$ cat src/cdeq_pkg.sv
// Package for the circular double-ended queue: sizes, command and status codes,
// beat structs and circular index helpers. No dependencies.
`default_nettype none

package cdeq_pkg;

  localparam int DEPTH      = 8;
  localparam int DATA_WIDTH = 32;
  localparam int IDX_W      = (DEPTH > 1) ? $clog2(DEPTH) : 1;
  localparam int CMD_W      = 3;
  localparam int STATUS_W   = 2;
  localparam int PORT_W     = 32;

  localparam logic [CMD_W-1:0] CMD_PUSH_FRONT = 3'd0;
  localparam logic [CMD_W-1:0] CMD_PUSH_REAR  = 3'd1;
  localparam logic [CMD_W-1:0] CMD_POP_FRONT  = 3'd2;
  localparam logic [CMD_W-1:0] CMD_POP_REAR   = 3'd3;
  localparam logic [CMD_W-1:0] CMD_DISPLAY    = 3'd4;

  localparam logic [STATUS_W-1:0] STATUS_OK        = 2'd0;
  localparam logic [STATUS_W-1:0] STATUS_OVERFLOW  = 2'd1;
  localparam logic [STATUS_W-1:0] STATUS_UNDERFLOW = 2'd2;
  localparam logic [STATUS_W-1:0] STATUS_EMPTY     = 2'd3;

  typedef logic [IDX_W-1:0]      idx_t;
  typedef logic [DATA_WIDTH-1:0] elem_t;

  typedef struct packed {
    logic [CMD_W-1:0]         cmd;
    logic signed [PORT_W-1:0] data_in;
  } req_t;

  typedef struct packed {
    logic [STATUS_W-1:0]      status;
    logic signed [PORT_W-1:0] data_out;
    logic                     last;
    logic                     is_full;
    logic                     is_empty;
  } rsp_t;

  function automatic idx_t step_up(input idx_t i);
    idx_t r;
    if (i == idx_t'(DEPTH - 1)) begin
      r = '0;
    end else begin
      r = i + idx_t'(1);
    end
    return r;
  endfunction

  function automatic idx_t step_down(input idx_t i);
    idx_t r;
    if (i == '0) begin
      r = idx_t'(DEPTH - 1);
    end else begin
      r = i - idx_t'(1);
    end
    return r;
  endfunction

endpackage

`default_nettype wire

$ cat src/circular_double_ended_queue_core.sv
// Top level of the circular double-ended queue: pointer control, element store and result register.
// Depends on cdeq_pkg.
`default_nettype none

// Commands are taken one at a time; req_ready is high only while the block is idle. A push, or
// any command that overflows, underflows or displays an empty queue, passes through S_EXEC and
// gives its result beat in S_OUT. A successful pop passes through S_EXEC, S_READ and S_OUT, as the
// element comes through the registered read port of the store. Display gives one beat per stored
// element, each passing through S_WALK, S_READ and S_OUT, the next starting only after the previous
// beat is taken, since every element passes through that single read port. The block is ready
// again in the cycle after the last beat is taken; unused command codes give no beat and return
// the block from S_EXEC to idle. The store needs no clearing after reset.
module circular_double_ended_queue_core (
  input  wire logic          clk,
  input  wire logic          rst,
  input  wire logic          req_valid,
  output      logic          req_ready,
  input  wire cdeq_pkg::req_t req,
  output      logic          rsp_valid,
  input  wire logic          rsp_ready,
  output      cdeq_pkg::rsp_t rsp
);

  localparam logic [2:0] S_IDLE = 3'd0;
  localparam logic [2:0] S_EXEC = 3'd1;
  localparam logic [2:0] S_WALK = 3'd2;
  localparam logic [2:0] S_READ = 3'd3;
  localparam logic [2:0] S_OUT  = 3'd4;

  logic [2:0] state, state_next;
  logic [cdeq_pkg::CMD_W-1:0] cmd;
  cdeq_pkg::elem_t value;
  cdeq_pkg::idx_t head, head_next;
  cdeq_pkg::idx_t tail, tail_next;
  logic empty, empty_next;
  cdeq_pkg::idx_t walk, walk_next;
  cdeq_pkg::idx_t count, count_next;

  logic [cdeq_pkg::STATUS_W-1:0] res_status, res_status_next;
  cdeq_pkg::elem_t res_data, res_data_next;
  logic res_last, res_last_next;

  cdeq_pkg::elem_t store [cdeq_pkg::DEPTH];
  cdeq_pkg::elem_t rd_q;
  cdeq_pkg::idx_t rd_addr;
  cdeq_pkg::idx_t wr_addr;
  logic wr_en;

  logic full;
  logic req_fire;
  logic rsp_fire;

  assign full      = !empty && (head == cdeq_pkg::step_up(tail));
  assign req_ready = (state == S_IDLE);
  assign rsp_valid = (state == S_OUT);
  assign req_fire  = req_valid && req_ready;
  assign rsp_fire  = rsp_valid && rsp_ready;

  assign rsp.status   = res_status;
  assign rsp.data_out = cdeq_pkg::PORT_W'(res_data);
  assign rsp.last     = res_last;
  assign rsp.is_full  = full;
  assign rsp.is_empty = empty;

  always_comb begin
    state_next      = state;
    head_next       = head;
    tail_next       = tail;
    empty_next      = empty;
    walk_next       = walk;
    count_next      = count;
    res_status_next = res_status;
    res_data_next   = res_data;
    res_last_next   = res_last;
    rd_addr         = head;
    wr_addr         = head;
    wr_en           = 1'b0;
    case (state)
      S_IDLE: begin
        if (req_fire) begin
          state_next = S_EXEC;
        end
      end
      S_EXEC: begin
        res_status_next = cdeq_pkg::STATUS_OK;
        res_data_next   = '0;
        res_last_next   = 1'b1;
        case (cmd)
          cdeq_pkg::CMD_PUSH_FRONT, cdeq_pkg::CMD_PUSH_REAR: begin
            state_next = S_OUT;
            if (full) begin
              res_status_next = cdeq_pkg::STATUS_OVERFLOW;
            end else begin
              wr_en = 1'b1;
              if (empty) begin
                head_next  = '0;
                tail_next  = '0;
                empty_next = 1'b0;
                wr_addr    = '0;
              end else if (cmd == cdeq_pkg::CMD_PUSH_FRONT) begin
                head_next = cdeq_pkg::step_down(head);
                wr_addr   = cdeq_pkg::step_down(head);
              end else begin
                tail_next = cdeq_pkg::step_up(tail);
                wr_addr   = cdeq_pkg::step_up(tail);
              end
            end
          end
          cdeq_pkg::CMD_POP_FRONT, cdeq_pkg::CMD_POP_REAR: begin
            if (empty) begin
              res_status_next = cdeq_pkg::STATUS_UNDERFLOW;
              state_next      = S_OUT;
            end else begin
              state_next = S_READ;
              rd_addr    = (cmd == cdeq_pkg::CMD_POP_FRONT) ? head : tail;
              if (head == tail) begin
                empty_next = 1'b1;
                head_next  = '0;
                tail_next  = '0;
              end else if (cmd == cdeq_pkg::CMD_POP_FRONT) begin
                head_next = cdeq_pkg::step_up(head);
              end else begin
                tail_next = cdeq_pkg::step_down(tail);
              end
            end
          end
          cdeq_pkg::CMD_DISPLAY: begin
            if (empty) begin
              res_status_next = cdeq_pkg::STATUS_EMPTY;
              state_next      = S_OUT;
            end else begin
              walk_next  = head;
              count_next = '0;
              state_next = S_WALK;
            end
          end
          default: begin
            state_next = S_IDLE;
          end
        endcase
      end
      S_WALK: begin
        rd_addr         = walk;
        res_status_next = cdeq_pkg::STATUS_OK;
        res_last_next   = (walk == tail) || (count == cdeq_pkg::idx_t'(cdeq_pkg::DEPTH - 1));
        state_next      = S_READ;
      end
      S_READ: begin
        res_data_next = rd_q;
        state_next    = S_OUT;
      end
      S_OUT: begin
        if (rsp_fire) begin
          if (res_last) begin
            state_next = S_IDLE;
          end else begin
            walk_next  = cdeq_pkg::step_up(walk);
            count_next = count + cdeq_pkg::idx_t'(1);
            state_next = S_WALK;
          end
        end
      end
      default: begin
        state_next = S_IDLE;
      end
    endcase
  end

  always_ff @(posedge clk) begin
    if (rst) begin
      state <= S_IDLE;
      head  <= '0;
      tail  <= '0;
      empty <= 1'b1;
    end else begin
      state <= state_next;
      head  <= head_next;
      tail  <= tail_next;
      empty <= empty_next;
    end
  end

  always_ff @(posedge clk) begin
    if (req_fire) begin
      cmd   <= req.cmd;
      value <= cdeq_pkg::DATA_WIDTH'($unsigned(req.data_in));
    end
    walk       <= walk_next;
    count      <= count_next;
    res_status <= res_status_next;
    res_data   <= res_data_next;
    res_last   <= res_last_next;
  end

  always_ff @(posedge clk) begin
    if (wr_en) begin
      store[wr_addr] <= value;
    end
    rd_q <= store[rd_addr];
  end

endmodule

`default_nettype wire

$ cat config.mk
export PLATFORM = sky130hd
export DESIGN_NAME = circular_double_ended_queue_core
export DESIGN_NICKNAME = d
export VERILOG_FILES = /design/src/cdeq_pkg.sv /design/src/circular_double_ended_queue_core.sv
export SDC_FILE = /design/constraint.sdc
export NUM_CORES = 1
export LEC_CHECK = 0
export BUFFER_PORTS_ARGS = -buffer_cell sky130_fd_sc_hd__buf_2
export CAP_MARGIN = 25
export CORE_ASPECT_RATIO = 1.25
export CORE_MARGIN = 1.5
export CORE_UTILIZATION = 35
export CTS_BUF_LIST = sky130_fd_sc_hd__clkbuf_8
export DETAILED_ROUTE_END_ITERATION = 16
export PLACE_DENSITY = 0.53
export SYNTH_ARGS = -nofsm -noshare
export SYNTH_HDL_FRONTEND = slang
export SYNTH_SLANG_ARGS = --single-unit
$ cat constraint.sdc
create_clock -name clk -period 4.6 [get_ports clk]
set_input_delay 1.38 -clock clk [delete_from_list [all_inputs] [get_ports clk]]
set_output_delay 1.38 -clock clk [all_outputs]
set_load 0.005 [all_outputs]
==> impl_metrics.toml, run 1 <==
[power]
power_density_mw_per_mm2 = 406
switchingPower_uw = 1500
power.static_leakage_uw = 0.00554
ir_worst_vdd_v = 0.000189
power_report.internal_total_uw = 5320
combPwrFrac_pct = 4.2
report.power.total_uw = 6820
power.clock.fraction_pct = 38.3
sequential_share_of_power_pct = 57.5
switching_share_pct = 22.0

[synthesis]
yosysTopAreaCellShare_pct = 67.7
number_of_warnings_printed_during_yosys_synthesis = 0
post-synth-top-count-cell = "edfxtp_1"
syn_avg_cell_area_um2 = 17.6
async_set_or_reset_flop_fraction_in_the_synthesized_netlist_pct = 0
synth_fp_nets = 889
ys_seq_elements = 374
synthTopCellsByArea = "edfxtp_1, mux2i_1, dfxtp_1"
synth.distinct_cells = 56
synth-edff-count = 332
synth.yosys.seq_area_share_pct = 73.4
syn_area_mm2 = 0.0147
post_synth_most_frequent_cells = "edfxtp_1, mux2i_1, dfxtp_1"
ys_dominant_reg_cell = "edfxtp_1"
synthCells = 838
yosys.area.top_type = "edfxtp_1"

[grt]
initial_antenna_violation_count = 1
first_global_vias = 7474
largest_net_degree_at_the_start_of_global_routing = 129
grt_first_pass_wirelength_um = 44000
grt.overflow.total = 0
global_route.usage.total_pct = 13.4

[hold_path]
holdCritStartpoint = "rd_q[9]$_DFF_P_"
hold_path_end = "res_data[9]$_SDFFCE_PP0P_"
worstHoldPathCells = 1
timing.hold.worst.class = "flip-flop to flip-flop"

[clock_tree]
clkLatencyLatePin_ns = 0.61
cts.repair.resized = 0
cts.hold.buffers_added = 0
clock_tree_from_tritoncts = "built"
cts_made_buffers = 56
path_clk_slew_ns = 0.06
clock-sinks = 374
cts.repair_timing.setup_buffer_count = 0
cts_buffer_depth = 3
htree_levels = 2
cts_root_buf = "clkbuf_8"

[sta]
maximum_clock_skew_at_final_layout_ns = 0.0132
timing.final.ws_setup_ns = 0.888
fmax_mhz = 269
timing_worst_slew_pin_value_ns = 0.965
timing.setup.tns_ns = 0
finalHoldViolations = 0
rsz0062_at_grt = "no"
final-max-slew-violation-count = 0
setup-violations-final = 0
fin_crit_ns = 3.71
final.period_utilization_pct = 80.7
slew_headroom_pct = 35.6

[placement]
placed_cell_area_mm2 = 0.0157
detail_placement_hpwl_um = 16700
io_buffers = 77
place_ws_ns = 0.974
placer_congestion = 0.772

[routing]
detail_route.drc_violations = 0
routed_wl_um = 28900
first_iter_violations = 405
average_wire_length_per_cell_after_detail_routing_um = 18.7
drtPass1Iterations = 4
viasPerCell = 4.70
ant_nets = 0
route.vias.total = 7241

[die]
die_area_mm2 = 0.0433
ioPinCount = 78
chipWidth_um = 186
design.core.area_mm2 = 0.0413
row_count = 83
initial_core_util_pct = 35.6
die_h_um = 232

[setup_path]
worstPathCellList = "inv_1 -> ha_1 -> xnor2_1 -> nand4_1 -> nor2_1 -> buf_2"
crit_path_start_kind = "flip-flop"
reg2reg_setup_slack_ns = 1.07
timing.critical_path.max_delay_family = "flip-flops"
end_kind = "output port"
critical_path.max_stage_delay_ns = 0.52
crit_buf_inv = 2
path_max_fanout = 9
ff2ff_path_depth = 9
worstReg2RegEnd = "store[1][26]$_DFFE_PP_"
arrival_time_of_the_worst_setup_path_ns = 2.33
critical_path_class = "flip-flop to output port"
critical_path.slowest_cell = "dfxtp_1"
worstReg2RegStart = "tail[0]$_SDFFE_PP0P_"
critical_path_required_ns = 3.22
worst-path-stages = 6

[run]
drv.max_cap_violation_count = 0

[final_layout]
n_fill_cell = 3840
layout.cell_area.non_filler_mm2 = 0.0168
post_synthesis_to_final_layout_area_growth_pct = 14.1
finish.net_count = 992
layout-drive-gt1-share_pct = 21.8

[outcome]
run_status = "complete, no violations"
[state kept, by name, summed over array words and instances (netlist names)]
| name | count |
|---|---|
| store | 256 |
| state | 3 |
| res_status | 2 |
| count | 3 |
| value | 32 |
| cmd | 3 |
| rd_q | 32 |
| walk | 3 |
| head | 3 |
| tail | 3 |
| empty | 1 |
| res_last | 1 |
| res_data | 32 |
[worst reg2reg max path, stage by stage (launching register included)]
cell      delay [ns]
dfxtp_1         0.52
inv_1           0.14
ha_1            0.36
xnor2_1         0.17
nand4_1         0.22
o21ai_1         0.35
mux2i_1         0.33
nand2b_1        0.19
nor2_4          0.67
buf_4           0.30
[logic make-up (layout without fill, tap and decap cells)]
logic type	Yosys count	after routing	share of synthesized area (%)
other	0	1	0
muxes	232	232	16.1
AOI/OAI and AO/OA	41	41	1.85
xor gates and xnor gates	8	8	0.476
buffers and inverters	55	206	2.58
DFF	374	374	73.4
and+or+nand+nor	116	116	4.60
adders and majority gates	12	12	1.02
[worst max-delay path by stage]
stage / start / endpoint / slack (ns)
final: tail[0]$_SDFFE_PP0P_ / rsp[1] / 0.89
after global routing: tail[0]$_SDFFE_PP0P_ / store[0][21]$_DFFE_PP_ / 0.70
after CTS: tail[0]$_SDFFE_PP0P_ / rsp[1] / 0.83
after detailed placement: tail[0]$_SDFFE_PP0P_ / store[1][21]$_DFFE_PP_ / 0.97
after global placement: tail[0]$_SDFFE_PP0P_ / store[1][25]$_DFFE_PP_ / 0.99
after floorplan: tail[0]$_SDFFE_PP0P_ / store[2][0]$_DFFE_PP_ / 0.88
[layout make-up]
cell class | count | area (um^2) | area share, %
Sequential cell | 374 | 10800 | 64.4
Clock buffer | 64 | 881 | 5.24
Inverter | 9 | 33.8 | 0.201
Multi-Input combinational cell | 409 | 3600 | 21.5
Tap cell | 552 | 691 | 4.11
Antenna cell | 1 | 2.50 | 0.0149
Timing Repair Buffer | 91 | 553 | 3.29
Clock inverter | 42 | 219 | 1.30
[placed cells by master (no fill, tap or decap), types with 2 or more instances in the layout]
cell / count
or3_1: 3
o21ai_0: 10
edfxtp_1: 332
a21oi_1: 7
nor2_4: 8
nand2b_1: 6
clkinv_1: 6
o21ai_1: 2
nor2_1: 21
dfxtp_1: 41
a211oi_1: 3
nand2_1: 10
ha_1: 12
nor4_1: 3
clkinv_2: 3
a211o_1: 2
buf_4: 9
mux2i_1: 199
nand3_1: 2
nor2b_1: 2
mux2_2: 33
xnor2_1: 5
o31ai_1: 2
nand2_2: 2
buf_12: 5
clkbuf_8: 64
and3_1: 35
inv_1: 39
bufinv_16: 2
a22oi_1: 3
nor3_1: 8
xor2_1: 3
buf_2: 77
a31oi_1: 3
[metal layers]
layer / share of wire, % / global-route usage, % / up-vias
li1: - / - / 3449
met1: 43 / 16.0 / 3616
met2: 51 / 23.9 / 127
met3: 3.9 / 2.61 / 49
met4: 2.3 / 4.66 / 0
met5: 0 / 0 / -
[stage by stage]
step / utilization (%) / hold WS, ns / std cells
floorplan: - / 0.514 / 838
finish: 40.6 / 0.528 / 1542
global placement: 37.9 / 0.520 / 1433
global route: 40.6 / 0.541 / 1542
CTS: 40.6 / 0.532 / 1541
detailed placement: 38.0 / 0.521 / 1435
[power groups by stage]
| stage | registers (uW) | logic [uW] | clock network (uW) |
|---|---|---|---|
| global placement | 3990 | 287 | 0 |
| detailed placement | 4000 | 293 | 0 |
| global route | 3930 | 315 | 2850 |
| finish | 3920 | 286 | 2620 |
| CTS | 3920 | 294 | 2720 |
| floorplan | 3950 | 208 | 0 |
Power figures use the tool's default switching activity.
==> inputs of run 2 (changes only) <==
Clock period 4.6 ns to 3.54 ns, I/O delays scaled along.
==> run 2 against run 1 <==
Compared with the run above: sequential power grew 30%; clock power grew 28%; clock skew grew 0.0081 ns; global-route usage is essentially flat; hold slack is essentially flat; wire length grew 0.18%; largest power group unchanged.
==> impl_metrics.toml, run 2 (synthesized netlist as in run 1, its figures left out) <==
[routing]
route.vias.total = 7307
detail_route.drc_violations = 0
drtPass1Iterations = 5
first_iter_violations = 271
viasPerCell = 4.67
average_wire_length_per_cell_after_detail_routing_um = 18.5
routed_wl_um = 29000
ant_nets = 0

[clock_tree]
clock-sinks = 374
cts_buffer_depth = 3
cts.hold.buffers_added = 0
clock_tree_from_tritoncts = "built"
htree_levels = 2
path_clk_slew_ns = 0.06
clkLatencyLatePin_ns = 0.61
cts_root_buf = "clkbuf_8"
cts.repair_timing.setup_buffer_count = 0
cts_made_buffers = 57

[outcome]
run_status = "complete, no violations"

[placement]
placer_congestion = 0.817
io_buffers = 77
detail_placement_hpwl_um = 17800
number_of_placed_instances_with_taps_included = 1455
placed_cell_area_mm2 = 0.0160

[grt]
grt.overflow.total = 0
first_global_vias = 7566
global_route.usage.total_pct = 13.4
initial_antenna_violation_count = 1
largest_net_degree_at_the_start_of_global_routing = 43
grt_first_pass_wirelength_um = 44000

[run]
drv.max_cap_violation_count = 0

[setup_path]
reg2reg_setup_slack_ns = 0.59
worstReg2RegEnd = "store[7][15]$_DFFE_PP_"
timing.critical_path.mode_cell = "ha_1"
critical_path.max_stage_delay_ns = 0.45
critical_path_required_ns = 2.48
worstPathCellList = "ha_1 -> ha_1 -> xnor2_1 -> nand4_1 -> buf_4 -> nor2_1 -> buf_2"
worstReg2RegStart = "tail[1]$_SDFFE_PP0P_"
critical_path_class = "flip-flop to output port"
critical_path.slowest_cell = "dfxtp_1"
end_kind = "output port"
arrival_time_of_the_worst_setup_path_ns = 2.16
ff2ff_path_depth = 9
crit_path_start_kind = "flip-flop"
path_max_fanout = 6

[die]
initial_core_util_pct = 35.6
design.core.area_mm2 = 0.0413
chipWidth_um = 186
die_area_mm2 = 0.0433
row_count = 83
die_h_um = 232
ioPinCount = 78

[hold_path]
hold_path_end = "res_data[16]$_SDFFCE_PP0P_"
worstHoldPathCells = 1
timing.hold.worst.class = "flip-flop to flip-flop"
holdCritStartpoint = "rd_q[16]$_DFF_P_"

[power]
report.power.total_uw = 8850
ir_worst_vdd_v = 0.000246
power_density_mw_per_mm2 = 519
power.static_leakage_uw = 0.00562

[final_layout]
layout.cells.most_common = "edfxtp_1"
registers.top_by_ff_count = "store"
finish.net_count = 1013
post_synthesis_to_final_layout_area_growth_pct = 15.8
layout_common_cells = "edfxtp_1, mux2i_1, buf_2"
layout-drive-gt1-share_pct = 23.5
final_standard_cell_count_with_taps_included_and_fillers_excluded = 1563
n_fill_cell = 3799
largest_reg_flops = 256
layout.cell_area.non_filler_mm2 = 0.0170

[sta]
setup-violations-final = 0
rsz0062_at_grt = "no"
slew_headroom_pct = 40.7
timing_worst_slew_pin_value_ns = 0.887
maximum_clock_skew_at_final_layout_ns = 0.0214
fmax_mhz = 310
timing.setup.tns_ns = 0
final-max-slew-violation-count = 0
fin_crit_ns = 3.23
finalHoldViolations = 0
final.period_utilization_pct = 91.1
==> run 2: cell count changes in the layout (fill, tap and decap cells not counted) <==
| cell | previous run | this run |
|---|---|---|
| buf_4 | 9 | 20 |
| clkinv_1 | 6 | 17 |
| inv_1 | 39 | 28 |
| buf_12 | 5 | 14 |
| clkbuf_8 | 64 | 62 |
| clkinv_2 | 3 | 5 |
| clkinvlp_4 | 0 | 2 |
| inv_6 | 1 | 0 |
==> run 2: critical path: cells and delay by family, from the launching register on <==
kind / cells / cell delay (ns)
flops: 1 / 0.45
simple gates: 2 / 0.22
xor+xnor: 1 / 0.16
buf+inv: 2 / 0.30
fa+ha+maj: 2 / 0.45
==> run 2: stage by stage <==
stage               setup slack, ns  hold slack (ns)  utilization (%)
floorplan                    -0.153            0.514                -
global placement              0.479            0.521             38.6
detailed placement            0.413            0.522             38.6
CTS                           0.133            0.531             41.2
global route                  0.106            0.549             41.2
finish                        0.314            0.528             41.2
==> run 2: worst max-delay path by stage <==
| stage | from | slack [ns] | end | cells past startpoint |
|---|---|---|---|---|
| floorplan | tail[0]$_SDFFE_PP0P_ | -0.15 | store[0][0]$_DFFE_PP_ | 9 |
| global placement | tail[0]$_SDFFE_PP0P_ | 0.48 | store[7][4]$_DFFE_PP_ | 9 |
| detailed placement | tail[0]$_SDFFE_PP0P_ | 0.41 | store[7][6]$_DFFE_PP_ | 9 |
| CTS | tail[0]$_SDFFE_PP0P_ | 0.13 | rsp[1] | 7 |
| global route | tail[1]$_SDFFE_PP0P_ | 0.11 | rsp[1] | 7 |
| finish | tail[1]$_SDFFE_PP0P_ | 0.31 | rsp[1] | 7 |
==> run 2: routing by layer <==
| metal | track usage, % | share of wire, % |
|---|---|---|
| met1 | 15.6 | 42 |
| met5 | 0 | 0 |
| met3 | 2.63 | 3.4 |
| met4 | 4.79 | 2.6 |
| met2 | 24.4 | 52 |
==> run 2: power breakdown <==
part	internal [uW]	total [uW]	switching [uW]
Sequential	4970	5080	105
Combinational	168	415	247
Clock	1750	3360	1600
==> run 2: timing repair <==
item                                   in CTS  in global routing
setup endpoints to repair                   0                  1
endpoints found under the hold margin       0                  0
resized for setup                           0                  1
==> run 2: layout make-up <==
type                    count  area (um^2)  share of cell area [%]
diodes                      1         2.50                  0.0147
clock buffers              62          853                    5.01
clock inverters            45          235                    1.38
inverters                   9         33.8                   0.198
multi-input cells         409         3600                    21.1
flip-flops and latches    374        10800                    63.4
well taps                 552          691                    4.05
repair buffers            111          816                    4.79
